--- config.mk ---
export PLATFORM = sky130hd
export DESIGN_NAME = multibase_literal_calculator_flat
export DESIGN_NICKNAME = d
export VERILOG_FILES = /design/src/rtl/mlc_pkg.sv /design/src/rtl/mlc_in_if.sv /design/src/rtl/mlc_out_if.sv /design/src/rtl/multibase_literal_calculator.sv /design/src/rtl/mlc_ctrl.sv /design/src/rtl/mlc_dp.sv /design/src/flat_wrapper.sv
export SDC_FILE = /design/constraint.sdc
export NUM_CORES = 2
export LEC_CHECK = 0
export ABC_AREA = 1
export BUFFER_PORTS_ARGS = -buffer_cell sky130_fd_sc_hd__buf_2
export CORE_ASPECT_RATIO = 1.75
export CORE_MARGIN = 10
export CORE_UTILIZATION = 65
export CTS_CLUSTER_SIZE = 10
export DETAILED_ROUTE_END_ITERATION = 16
export PLACE_DENSITY = 0.77
export SYNTH_ARGS = -nofsm -noshare
export SYNTH_HDL_FRONTEND = slang
export SYNTH_SLANG_ARGS = --single-unit
export TNS_END_PERCENT = 50
--- constraint.sdc ---
create_clock -name clk -period 7.8 [get_ports clk]
set_input_delay 0.78 -clock clk [delete_from_list [all_inputs] [get_ports clk]]
set_output_delay 0.78 -clock clk [all_outputs]
set_load 0.005 [all_outputs]
--- src/rtl/mlc_pkg.sv ---
package mlc_pkg;

  localparam int OPERAND_BITS     = 31;
  localparam int MAX_RESULT_CHARS = 64;

  localparam int MAG_BITS   = 2 * OPERAND_BITS;
  localparam int BIN_DIGITS = MAG_BITS;
  localparam int OCT_DIGITS = (MAG_BITS + 2) / 3;
  localparam int HEX_DIGITS = (MAG_BITS + 3) / 4;
  localparam int DEC_DIGITS = (MAG_BITS * 301) / 1000 + 1;
  localparam int WORK_BITS  = 4 * DEC_DIGITS;
  localparam int CNT_BITS   = $clog2(MAG_BITS + 1);

  localparam logic [2:0] ST_OK        = 3'd0;
  localparam logic [2:0] ST_BAD_OP    = 3'd1;
  localparam logic [2:0] ST_BAD_BASE  = 3'd2;
  localparam logic [2:0] ST_BAD_DIGIT = 3'd3;
  localparam logic [2:0] ST_OVERFLOW  = 3'd4;

  localparam logic [1:0] BASE_B = 2'd0;
  localparam logic [1:0] BASE_D = 2'd1;
  localparam logic [1:0] BASE_O = 2'd2;
  localparam logic [1:0] BASE_X = 2'd3;

  localparam logic [1:0] OP_NONE = 2'd0;
  localparam logic [1:0] OP_ADD  = 2'd1;
  localparam logic [1:0] OP_SUB  = 2'd2;
  localparam logic [1:0] OP_MUL  = 2'd3;

  typedef struct packed {
    logic parse;
    logic calc;
    logic mag;
    logic prep;
    logic conv_step;
    logic norm_shift;
    logic put_single;
    logic put_sign;
    logic put_letter;
    logic put_digit;
    logic clear_err;
  } mlc_cmd_t;

  typedef struct packed {
    logic run_end;
    logic err;
    logic mag_zero;
    logic base_dec;
    logic top_zero;
    logic conv_last;
    logic len_over;
    logic neg;
    logic digit_last;
    logic can_put;
  } mlc_stat_t;

endpackage

--- src/rtl/mlc_in_if.sv ---
interface mlc_in_if;
  logic       valid;
  logic       ready;
  logic [7:0] in_char;
  logic       token_end;

  modport source (output valid, output in_char, output token_end, input ready);
  modport sink (input valid, input in_char, input token_end, output ready);
endinterface

--- src/rtl/mlc_out_if.sv ---
interface mlc_out_if;
  logic       valid;
  logic       ready;
  logic [7:0] out_char;
  logic [2:0] status;
  logic       last;

  modport source (output valid, output out_char, output status, output last, input ready);
  modport sink (input valid, input out_char, input status, input last, output ready);
endinterface

--- src/rtl/multibase_literal_calculator.sv ---
// Signed calculator over text: four tokens come in one character per word
// (operator, two base-prefixed operands, output base letter), token_end on
// the last character of each. Parsing takes one word per cycle. After the
// last token the block stops taking input, does the arithmetic in the CALC
// and MAG states (the 31x31 multiplier is registered), then for decimal
// output runs shift-add-3 conversion into a 19-digit BCD word; it then
// strips leading zero digits one per cycle (up to 61 for binary) and emits
// the text one character per cycle, as fast as the sink takes it. A run with
// an error emits a single status word with last set.
module multibase_literal_calculator
  import mlc_pkg::*;
(
  input logic      clk,
  input logic      rst,
  mlc_in_if.sink   char_in,
  mlc_out_if.source char_out
);

  mlc_cmd_t  cmd;
  mlc_stat_t stat;

  // sequencer: parse, compute, convert, emit
  mlc_ctrl u_ctrl (
    .clk      (clk),
    .rst      (rst),
    .in_valid (char_in.valid),
    .in_ready (char_in.ready),
    .stat     (stat),
    .cmd      (cmd)
  );

  // token parsing, arithmetic, digit conversion and the output register
  mlc_dp u_dp (
    .clk       (clk),
    .rst       (rst),
    .in_char   (char_in.in_char),
    .token_end (char_in.token_end),
    .cmd       (cmd),
    .stat      (stat),
    .out_ready (char_out.ready),
    .out_valid (char_out.valid),
    .out_char  (char_out.out_char),
    .status    (char_out.status),
    .last      (char_out.last)
  );

endmodule

--- src/rtl/mlc_ctrl.sv ---
module mlc_ctrl
  import mlc_pkg::*;
(
  input  logic      clk,
  input  logic      rst,
  input  logic      in_valid,
  output logic      in_ready,
  input  mlc_stat_t stat,
  output mlc_cmd_t  cmd
);

  typedef enum logic [3:0] {
    S_PARSE, S_CALC, S_MAG, S_DECIDE, S_CONV, S_NORM,
    S_SINGLE, S_SIGN, S_LETTER, S_DIGIT
  } state_t;

  state_t state, state_next;

  always_comb begin
    state_next = state;
    cmd        = '0;
    in_ready   = (state == S_PARSE);
    case (state)
      S_PARSE: begin
        if (in_valid) begin
          cmd.parse = 1'b1;
          if (stat.run_end) state_next = S_CALC;
        end
      end
      S_CALC: begin
        cmd.calc   = 1'b1;
        state_next = S_MAG;
      end
      S_MAG: begin
        cmd.mag    = 1'b1;
        state_next = S_DECIDE;
      end
      S_DECIDE: begin
        if (stat.err || stat.mag_zero) begin
          state_next = S_SINGLE;
        end else begin
          cmd.prep   = 1'b1;
          state_next = stat.base_dec ? S_CONV : S_NORM;
        end
      end
      S_CONV: begin
        cmd.conv_step = 1'b1;
        if (stat.conv_last) state_next = S_NORM;
      end
      S_NORM: begin
        if (stat.top_zero) cmd.norm_shift = 1'b1;
        else if (stat.len_over) state_next = S_SINGLE;
        else if (stat.neg) state_next = S_SIGN;
        else state_next = S_LETTER;
      end
      S_SINGLE: begin
        if (stat.can_put) begin
          cmd.put_single = 1'b1;
          cmd.clear_err  = 1'b1;
          state_next     = S_PARSE;
        end
      end
      S_SIGN: begin
        if (stat.can_put) begin
          cmd.put_sign = 1'b1;
          state_next   = S_LETTER;
        end
      end
      S_LETTER: begin
        if (stat.can_put) begin
          cmd.put_letter = 1'b1;
          state_next     = S_DIGIT;
        end
      end
      S_DIGIT: begin
        if (stat.can_put) begin
          cmd.put_digit = 1'b1;
          if (stat.digit_last) begin
            cmd.clear_err = 1'b1;
            state_next    = S_PARSE;
          end
        end
      end
      default: state_next = S_PARSE;
    endcase
  end

  always_ff @(posedge clk) begin
    if (rst) state <= S_PARSE;
    else state <= state_next;
  end

endmodule

--- src/rtl/mlc_dp.sv ---
module mlc_dp
  import mlc_pkg::*;
(
  input  logic       clk,
  input  logic       rst,
  input  logic [7:0] in_char,
  input  logic       token_end,
  input  mlc_cmd_t   cmd,
  output mlc_stat_t  stat,
  input  logic       out_ready,
  output logic       out_valid,
  output logic [7:0] out_char,
  output logic [2:0] status,
  output logic       last
);

  localparam logic [7:0] CH_PLUS  = 8'h2B;
  localparam logic [7:0] CH_MINUS = 8'h2D;
  localparam logic [7:0] CH_STAR  = 8'h2A;
  localparam logic [7:0] CH_ZERO  = 8'h30;
  localparam int SC_BITS = OPERAND_BITS + 5;
  localparam int SUM_BITS = OPERAND_BITS + 2;

  // parse state
  logic [1:0]              token_index;
  logic [6:0]              char_position;
  logic [1:0]              operator_code;
  logic [1:0]              current_base;
  logic                    current_negative;
  logic [OPERAND_BITS-1:0] accumulator;
  logic                    first_negative;
  logic [OPERAND_BITS-1:0] first_magnitude;
  logic [2:0]              error_code;
  // result state
  logic [MAG_BITS-1:0]     prod;
  logic [SUM_BITS-1:0]     sum;
  logic [MAG_BITS-1:0]     mag;
  logic                    neg;
  logic [WORK_BITS-1:0]    work;
  logic [CNT_BITS-1:0]     cnt;

  logic [1:0]              op_next, base_next;
  logic                    neg_next;
  logic [OPERAND_BITS-1:0] acc_next;
  logic [2:0]              err_cand;
  logic                    base_ok;
  logic [1:0]              base_code;
  logic [4:0]              dval, radix;
  logic [SC_BITS-1:0]      scaled, dsum;
  logic [SUM_BITS-1:0]     sa, sb, sum_abs;
  logic [3:0]              top;
  logic [3:0]              nib, adj;
  logic [WORK_BITS-1:0]    bcd_adj;
  logic [7:0]              len;

  always_comb begin
    base_ok   = 1'b1;
    base_code = BASE_D;
    case (in_char)
      8'h62:   base_code = BASE_B;
      8'h64:   base_code = BASE_D;
      8'h6F:   base_code = BASE_O;
      8'h78:   base_code = BASE_X;
      default: base_ok = 1'b0;
    endcase
  end

  always_comb begin
    if (in_char inside {[8'h30:8'h39]}) dval = 5'(in_char - 8'h30);
    else if (in_char inside {[8'h61:8'h66]}) dval = 5'(in_char - 8'h57);
    else if (in_char inside {[8'h41:8'h46]}) dval = 5'(in_char - 8'h37);
    else dval = 5'd31;
    case (current_base)
      BASE_B:  radix = 5'd2;
      BASE_O:  radix = 5'd8;
      BASE_X:  radix = 5'd16;
      default: radix = 5'd10;
    endcase
    case (current_base)
      BASE_B:  scaled = SC_BITS'(accumulator) << 1;
      BASE_O:  scaled = SC_BITS'(accumulator) << 3;
      BASE_X:  scaled = SC_BITS'(accumulator) << 4;
      default: scaled = (SC_BITS'(accumulator) << 3) + (SC_BITS'(accumulator) << 1);
    endcase
    dsum = scaled + SC_BITS'(dval);
  end

  // one character of the current token
  always_comb begin
    op_next  = operator_code;
    base_next = current_base;
    neg_next = current_negative;
    acc_next = accumulator;
    err_cand = ST_OK;
    case (token_index)
      2'd0: begin
        if (char_position == 7'd0) begin
          case (in_char)
            CH_PLUS:  op_next = OP_ADD;
            CH_MINUS: op_next = OP_SUB;
            CH_STAR:  op_next = OP_MUL;
            default: begin
              op_next  = OP_NONE;
              err_cand = ST_BAD_OP;
            end
          endcase
        end
      end
      2'd1, 2'd2: begin
        if (char_position == 7'd0) begin
          acc_next = '0;
          neg_next = 1'b0;
          base_next = BASE_D;
          if (in_char == CH_MINUS) begin
            neg_next = 1'b1;
            if (token_end) err_cand = ST_BAD_BASE;
          end else if (base_ok) begin
            base_next = base_code;
          end else begin
            err_cand = ST_BAD_BASE;
          end
        end else if (char_position == 7'd1 && current_negative) begin
          base_next = base_ok ? base_code : BASE_D;
          if (!base_ok) err_cand = ST_BAD_BASE;
        end else if (dval >= radix) begin
          err_cand = ST_BAD_DIGIT;
        end else if (|dsum[SC_BITS-1:OPERAND_BITS]) begin
          err_cand = ST_OVERFLOW;
          acc_next = '1;
        end else begin
          acc_next = dsum[OPERAND_BITS-1:0];
        end
      end
      default: begin
        if (char_position == 7'd0) begin
          base_next = base_ok ? base_code : BASE_D;
          if (!base_ok) err_cand = ST_BAD_BASE;
        end
      end
    endcase
  end

  always_ff @(posedge clk) begin
    if (rst) begin
      token_index      <= 2'd0;
      char_position    <= 7'd0;
      operator_code    <= OP_NONE;
      current_base     <= BASE_B;
      current_negative <= 1'b0;
      accumulator      <= '0;
      first_negative   <= 1'b0;
      first_magnitude  <= '0;
      error_code       <= ST_OK;
    end else begin
      if (cmd.parse) begin
        operator_code    <= op_next;
        current_base     <= base_next;
        current_negative <= neg_next;
        accumulator      <= acc_next;
        if (error_code == ST_OK) error_code <= err_cand;
        if (token_end) begin
          char_position <= 7'd0;
          token_index   <= token_index + 2'd1;
          if (token_index == 2'd1) begin
            first_magnitude <= acc_next;
            first_negative  <= neg_next;
          end
        end else if (char_position != 7'd127) begin
          char_position <= char_position + 7'd1;
        end
      end
      if (cmd.clear_err) error_code <= ST_OK;
    end
  end

  // arithmetic
  always_comb begin
    sa = first_negative ? -SUM_BITS'(first_magnitude) : SUM_BITS'(first_magnitude);
    sb = current_negative ? -SUM_BITS'(accumulator) : SUM_BITS'(accumulator);
    sum_abs = sum[SUM_BITS-1] ? -sum : sum;
  end

  always_comb begin
    case (current_base)
      BASE_B:  top = {3'b0, work[WORK_BITS-1]};
      BASE_O:  top = {1'b0, work[WORK_BITS-1 -: 3]};
      default: top = work[WORK_BITS-1 -: 4];
    endcase
    len = 8'(neg) + 8'd1 + 8'(cnt);
  end

  always_comb begin
    bcd_adj = work;
    nib = 4'd0;
    adj = 4'd0;
    for (int i = 0; i < DEC_DIGITS; i++) begin
      nib = work[4*i +: 4];
      adj = (nib >= 4'd5) ? nib + 4'd3 : nib;
      bcd_adj[4*i +: 4] = adj;
    end
  end

  always_ff @(posedge clk) begin
    if (cmd.calc) begin
      prod <= MAG_BITS'(first_magnitude) * MAG_BITS'(accumulator);
      sum  <= (operator_code == OP_SUB) ? sa - sb : sa + sb;
    end
    if (cmd.mag) begin
      if (operator_code == OP_MUL) begin
        mag <= prod;
        neg <= (first_negative ^ current_negative) && (prod != '0);
      end else begin
        mag <= MAG_BITS'(sum_abs);
        neg <= sum[SUM_BITS-1];
      end
    end
    if (cmd.prep) begin
      case (current_base)
        BASE_B: begin
          work <= WORK_BITS'(mag) << (WORK_BITS - BIN_DIGITS);
          cnt  <= CNT_BITS'(BIN_DIGITS);
        end
        BASE_O: begin
          work <= WORK_BITS'(mag) << (WORK_BITS - 3 * OCT_DIGITS);
          cnt  <= CNT_BITS'(OCT_DIGITS);
        end
        BASE_X: begin
          work <= WORK_BITS'(mag) << (WORK_BITS - 4 * HEX_DIGITS);
          cnt  <= CNT_BITS'(HEX_DIGITS);
        end
        default: begin
          work <= '0;
          cnt  <= CNT_BITS'(MAG_BITS);
        end
      endcase
    end
    if (cmd.conv_step) begin
      work <= {bcd_adj[WORK_BITS-2:0], mag[MAG_BITS-1]};
      mag  <= mag << 1;
      cnt  <= (cnt == CNT_BITS'(1)) ? CNT_BITS'(DEC_DIGITS) : cnt - CNT_BITS'(1);
    end
    if (cmd.norm_shift || cmd.put_digit) begin
      case (current_base)
        BASE_B:  work <= work << 1;
        BASE_O:  work <= work << 3;
        default: work <= work << 4;
      endcase
      cnt <= cnt - CNT_BITS'(1);
    end
  end

  // output word register
  always_ff @(posedge clk) begin
    if (rst) begin
      out_valid <= 1'b0;
    end else if (cmd.put_single || cmd.put_sign || cmd.put_letter || cmd.put_digit) begin
      out_valid <= 1'b1;
    end else if (out_ready) begin
      out_valid <= 1'b0;
    end
    if (cmd.put_single) begin
      last <= 1'b1;
      if (error_code != ST_OK) begin
        out_char <= 8'd0;
        status   <= error_code;
      end else if (mag == '0) begin
        out_char <= CH_ZERO;
        status   <= ST_OK;
      end else begin
        out_char <= 8'd0;
        status   <= ST_OVERFLOW;
      end
    end
    if (cmd.put_sign) begin
      out_char <= CH_MINUS;
      status   <= ST_OK;
      last     <= 1'b0;
    end
    if (cmd.put_letter) begin
      case (current_base)
        BASE_B:  out_char <= 8'h62;
        BASE_O:  out_char <= 8'h6F;
        BASE_X:  out_char <= 8'h78;
        default: out_char <= 8'h64;
      endcase
      status <= ST_OK;
      last   <= 1'b0;
    end
    if (cmd.put_digit) begin
      out_char <= (top < 4'd10) ? 8'(top) + 8'd48 : 8'(top) + 8'd55;
      status   <= ST_OK;
      last     <= (cnt == CNT_BITS'(1));
    end
  end

  assign stat.run_end    = token_end && (token_index == 2'd3);
  assign stat.err        = (error_code != ST_OK);
  assign stat.mag_zero   = (mag == '0);
  assign stat.base_dec   = (current_base == BASE_D);
  assign stat.top_zero   = (top == 4'd0);
  assign stat.conv_last  = (cnt == CNT_BITS'(1));
  assign stat.len_over   = (len > 8'(MAX_RESULT_CHARS));
  assign stat.neg        = neg;
  assign stat.digit_last = (cnt == CNT_BITS'(1));
  assign stat.can_put    = !out_valid || out_ready;

endmodule
--- src/flat_wrapper.sv ---
// flat-port wrapper written by rule: the top's interface ports become plain ports
module multibase_literal_calculator_flat import mlc_pkg::*;
  (clk, rst, char_in_valid, char_in_in_char, char_in_token_end, char_in_ready, char_out_valid, char_out_out_char, char_out_status, char_out_last, char_out_ready);
  mlc_in_if char_in_i ();
  mlc_out_if char_out_i ();
  input logic clk;
  input logic rst;
  input wire logic [$bits(char_in_i.valid)-1:0] char_in_valid;
  input wire logic [$bits(char_in_i.in_char)-1:0] char_in_in_char;
  input wire logic [$bits(char_in_i.token_end)-1:0] char_in_token_end;
  output wire logic [$bits(char_in_i.ready)-1:0] char_in_ready;
  output wire logic [$bits(char_out_i.valid)-1:0] char_out_valid;
  output wire logic [$bits(char_out_i.out_char)-1:0] char_out_out_char;
  output wire logic [$bits(char_out_i.status)-1:0] char_out_status;
  output wire logic [$bits(char_out_i.last)-1:0] char_out_last;
  input wire logic [$bits(char_out_i.ready)-1:0] char_out_ready;
  assign char_in_i.valid = char_in_valid;
  assign char_in_i.in_char = char_in_in_char;
  assign char_in_i.token_end = char_in_token_end;
  assign char_in_ready = char_in_i.ready;
  assign char_out_valid = char_out_i.valid;
  assign char_out_out_char = char_out_i.out_char;
  assign char_out_status = char_out_i.status;
  assign char_out_last = char_out_i.last;
  assign char_out_i.ready = char_out_ready;
  multibase_literal_calculator u_core (.clk(clk), .rst(rst), .char_in(char_in_i), .char_out(char_out_i));
endmodule
==> results.yml <==
synth:
  seq_area_frac_synth_pct: 15.25
  yosys.area_share.simple_pct: 19.41
  ys_async_sr_fraction_pct: 0
  synthAdderAreaFrac_pct: 35.94
  ys_ff_latch: 336
  syn_inst: 7991
  synth_xor_area_share_pct: 3.133
  synth_compound_area_share_pct: 11.51
  synth_edf_count: 247
  synth.distinct_cells: 73
  ys.flop_type: "edfxtp_1"
  synth_fp_nets: 9232
  synth_top_family_by_area: "adder cells"
  synth_top_area_share_pct: 27.89
  ys.warnings.count: 0
  muxShareOfSynthArea_pct: 0
  syn_area_um2: 60300
  yosys-top-cells-area: "fa_1 28%, edfxtp_1 12%, inv_1 12%"
  synth.avg_cell_area_um2: 7.546
  yosysTopAreaCell: "fa_1"
final_layout:
  final_cell_mix: "1,900 x inv_1, 1,802 x nand2_1, 836 x fa_1"
  nNetsFinal: 9172
  drive_gt1_share_pct: 7.833
  layout.cells.non_filler: 9149
  layout_commonest_cell: "inv_1"
  final_area_um2: 64200
  syn_to_final_growth_pct: 6.455
floorplanning:
  core_um2: 91960
  floorplan.initialDensity_pct: 65.57
  row_count: 147
  dieArea_um2: 105800
  die_h_um: 422.9
  die_x_um: 250.2
  pin_count: 27
placed_design:
  placed_cells: 9074
  dp_hpwl_um: 165900
  port_buffers: 25
  dpl_cell_area_um2: 62710
  gp_congestion: 1.044
  pre_cts_ws_ns: 0.1319
clock_network:
  cts_hold_buffers: 0
  cts_num_sinks: 336
  clkLatencyLatePin_ns: 0.62
  cts_tree: "built"
  clock_path_buffers: 3
  cts.clk_slew.worst_paths_ns: 0.06
  htree_levels: 2
  numCtsBuffers: 41
  root_buffer: "clkbuf_16"
routing:
  drtIter0Drc: 4823
  via_count: 55347
  via_per_inst: 6.050
  drc: 0
  dr.pass1.iters: 6
  routedWlPerCell_um: 23.21
  drt_wl_total_um: 212400
  ant_nets: 0
sta:
  worstMarginPinSlew_ns: 1.210
  timing.fmax_mhz: 132.4
  slew-limit-headroom_pct: 19.26
  final_hold_viol_count: 0
  slew_violations: 0
  skew_ns: 0.04774
  period_needed_ns: 7.553
  finalSetupTns_ns: 0
  timing.final.ws_setup_ns: 0.2472
  setup_viol: 0
  period_share_pct: 96.83
critical_path:
  worstSetupStartpointType: "flip-flop"
  arrival_ns: 7.89
  cp-startpoint: "u_core.u_dp.accumulator[22]"
  cp-end-kind: "flip-flop"
  crit_fanout: 15
  required_ns: 8.14
  criticalPathCategory: "reg2reg"
  r2r-start: "u_core.u_dp.accumulator[22]"
status:
  status: "finished, final reports clean"
global_route:
  antenna_found_initial: 4
  grt_use_total_pct: 39.91
  first_global_vias: 57770
  grt.overflow.total: 0
  grt_first_pass_wirelength_um: 325000
  grt_max_degree: 90
power_and_ir_drop:
  totalPowerFinal_mw: 12.71
  total_leakage_power_nw: 34.56
  peakVddDrop_uv: 180.9
  powerDensity_nw_per_um2: 198.0
worst_hold_path:
  hp-class: "reg2reg"
  hp-start: "u_core.u_dp.char_position[1]"
run:
  maxCapViolations: 0
[sequential cells by signal, summed over array words and instances, names as in the netlist, 2 cells and up]
signal                       count
u_core.u_dp.cnt                  6
u_core.u_dp.current_base         2
u_core.u_dp.out_char             7
u_core.u_dp.operator_code        2
u_core.u_dp.error_code           3
u_core.u_dp.accumulator         31
u_core.u_dp.mag                 62
u_core.u_ctrl.state              4
u_core.u_dp.token_index          2
u_core.u_dp.work                76
u_core.u_dp.sum                 33
u_core.u_dp.first_magnitude     31
u_core.u_dp.prod                62
u_core.u_dp.status               3
u_core.u_dp.char_position        7
[cell usage after synthesis, types with 6 or more instances]
library cell / count
fa_1: 840
o21bai_1: 12
o22ai_1: 115
inv_2: 25
nor4_1: 47
nand2_2: 34
dfxtp_1: 89
buf_2: 35
or2_2: 30
nand3b_1: 8
nand3_1: 286
a21boi_0: 7
nor2_4: 14
a21o_1: 6
nor2_1: 324
inv_1: 1901
xor2_1: 161
a21oi_1: 431
clkinv_1: 7
edfxtp_1: 247
clkbuf_1: 283
o211ai_1: 46
a211oi_1: 7
a22oi_1: 18
a31oi_1: 29
o21a_1: 11
o21ai_1: 9
o221ai_1: 62
ha_1: 388
xnor2_1: 51
a22o_1: 11
nand3_2: 22
nor3_2: 12
a32o_1: 23
buf_1: 68
nor3_1: 54
nor2_2: 23
buf_4: 8
o21ai_0: 294
o21bai_4: 19
nand4_1: 51
nand2_1: 1804
nand2_4: 8
o31ai_1: 6
[where the power goes]
group	switching [mW]	internal, mW	leakage (nW)
combinational	5.37	2.43	30.9
clock	0.852	1.01	0.572
sequential	0.539	2.51	3.06
total	6.76	5.96	34.6
[cells by family (layout without fill, tap and decap cells)]
family	after synthesis	after routing
AND/OR/NAND/NOR	2739	2739
buffers and inverters	2334	2297
adder cells (fa/ha/maj)	1228	1228
AO/OA/AOI/OAI	1139	1139
flip-flops	336	336
XOR/XNOR	214	214
other	1	4
[layer usage]
metal  routed length, um  track usage [%]  vias up
li1                    -                -    24492
met1               65440            40.04    26532
met2              105000            69.12     3138
met3               18050            7.474     1179
met4               23770            36.61        6
met5                  42                0        -
[cell type report]
cell class,instances,area [um^2]
antenna,3,7.507
clock inverter,6,63.81
tap,1192,1491
fill,7744,27770
inverter,1935,7272
clock buffer,60,1139
sequential,336,9265
timing repair buffer,296,2594
multi-input combinational,5321,42360
[repair_timing]
action	CTS	global route
resized for setup	0	62
endpoints found under the setup margin	0	19
buffers inserted	0	3
[stage by stage]
step / util (%) / hold slack, ns
global route: 69.80 / 0.5282
detailed placement: 68.19 / 0.4802
finish: 69.81 / 0.4863
CTS: 69.50 / 0.4889
global placement: 68.19 / 0.4739
floorplan: - / 0.4579
[worst paths after layout]
path,to,slack [ns],depth (start not counted)
min,u_core.u_dp.char_position[1],0.49,2
min reg2reg,u_core.u_dp.char_position[1],0.49,2
max reg2reg,u_core.u_dp.prod[58],0.25,25
max,u_core.u_dp.prod[58],0.25,25
[worst max-delay path, stage by stage (launching register included)]
cell and delay, ns:
dfxtp_2 0.66, buf_4 0.37, nand2_1 0.12, fa_1 0.62, inv_1 0.08, fa_1 0.48, fa_1 0.57, fa_1 0.45
fa_1 0.55, fa_1 0.45, fa_1 0.67, ha_1 0.41, ha_1 0.31, a21oi_1 0.14, inv_1 0.06, a31oi_1 0.17
o21ai_0 0.10, a21oi_1 0.12, nand3_1 0.15, nand3_1 0.10, o211ai_1 0.15, a21oi_2 0.21, nand2b_1 0.15, nand2_1 0.05
nand2_1 0.05, nand2_1 0.05
Note: power is estimated with default switching activity, not from simulation.
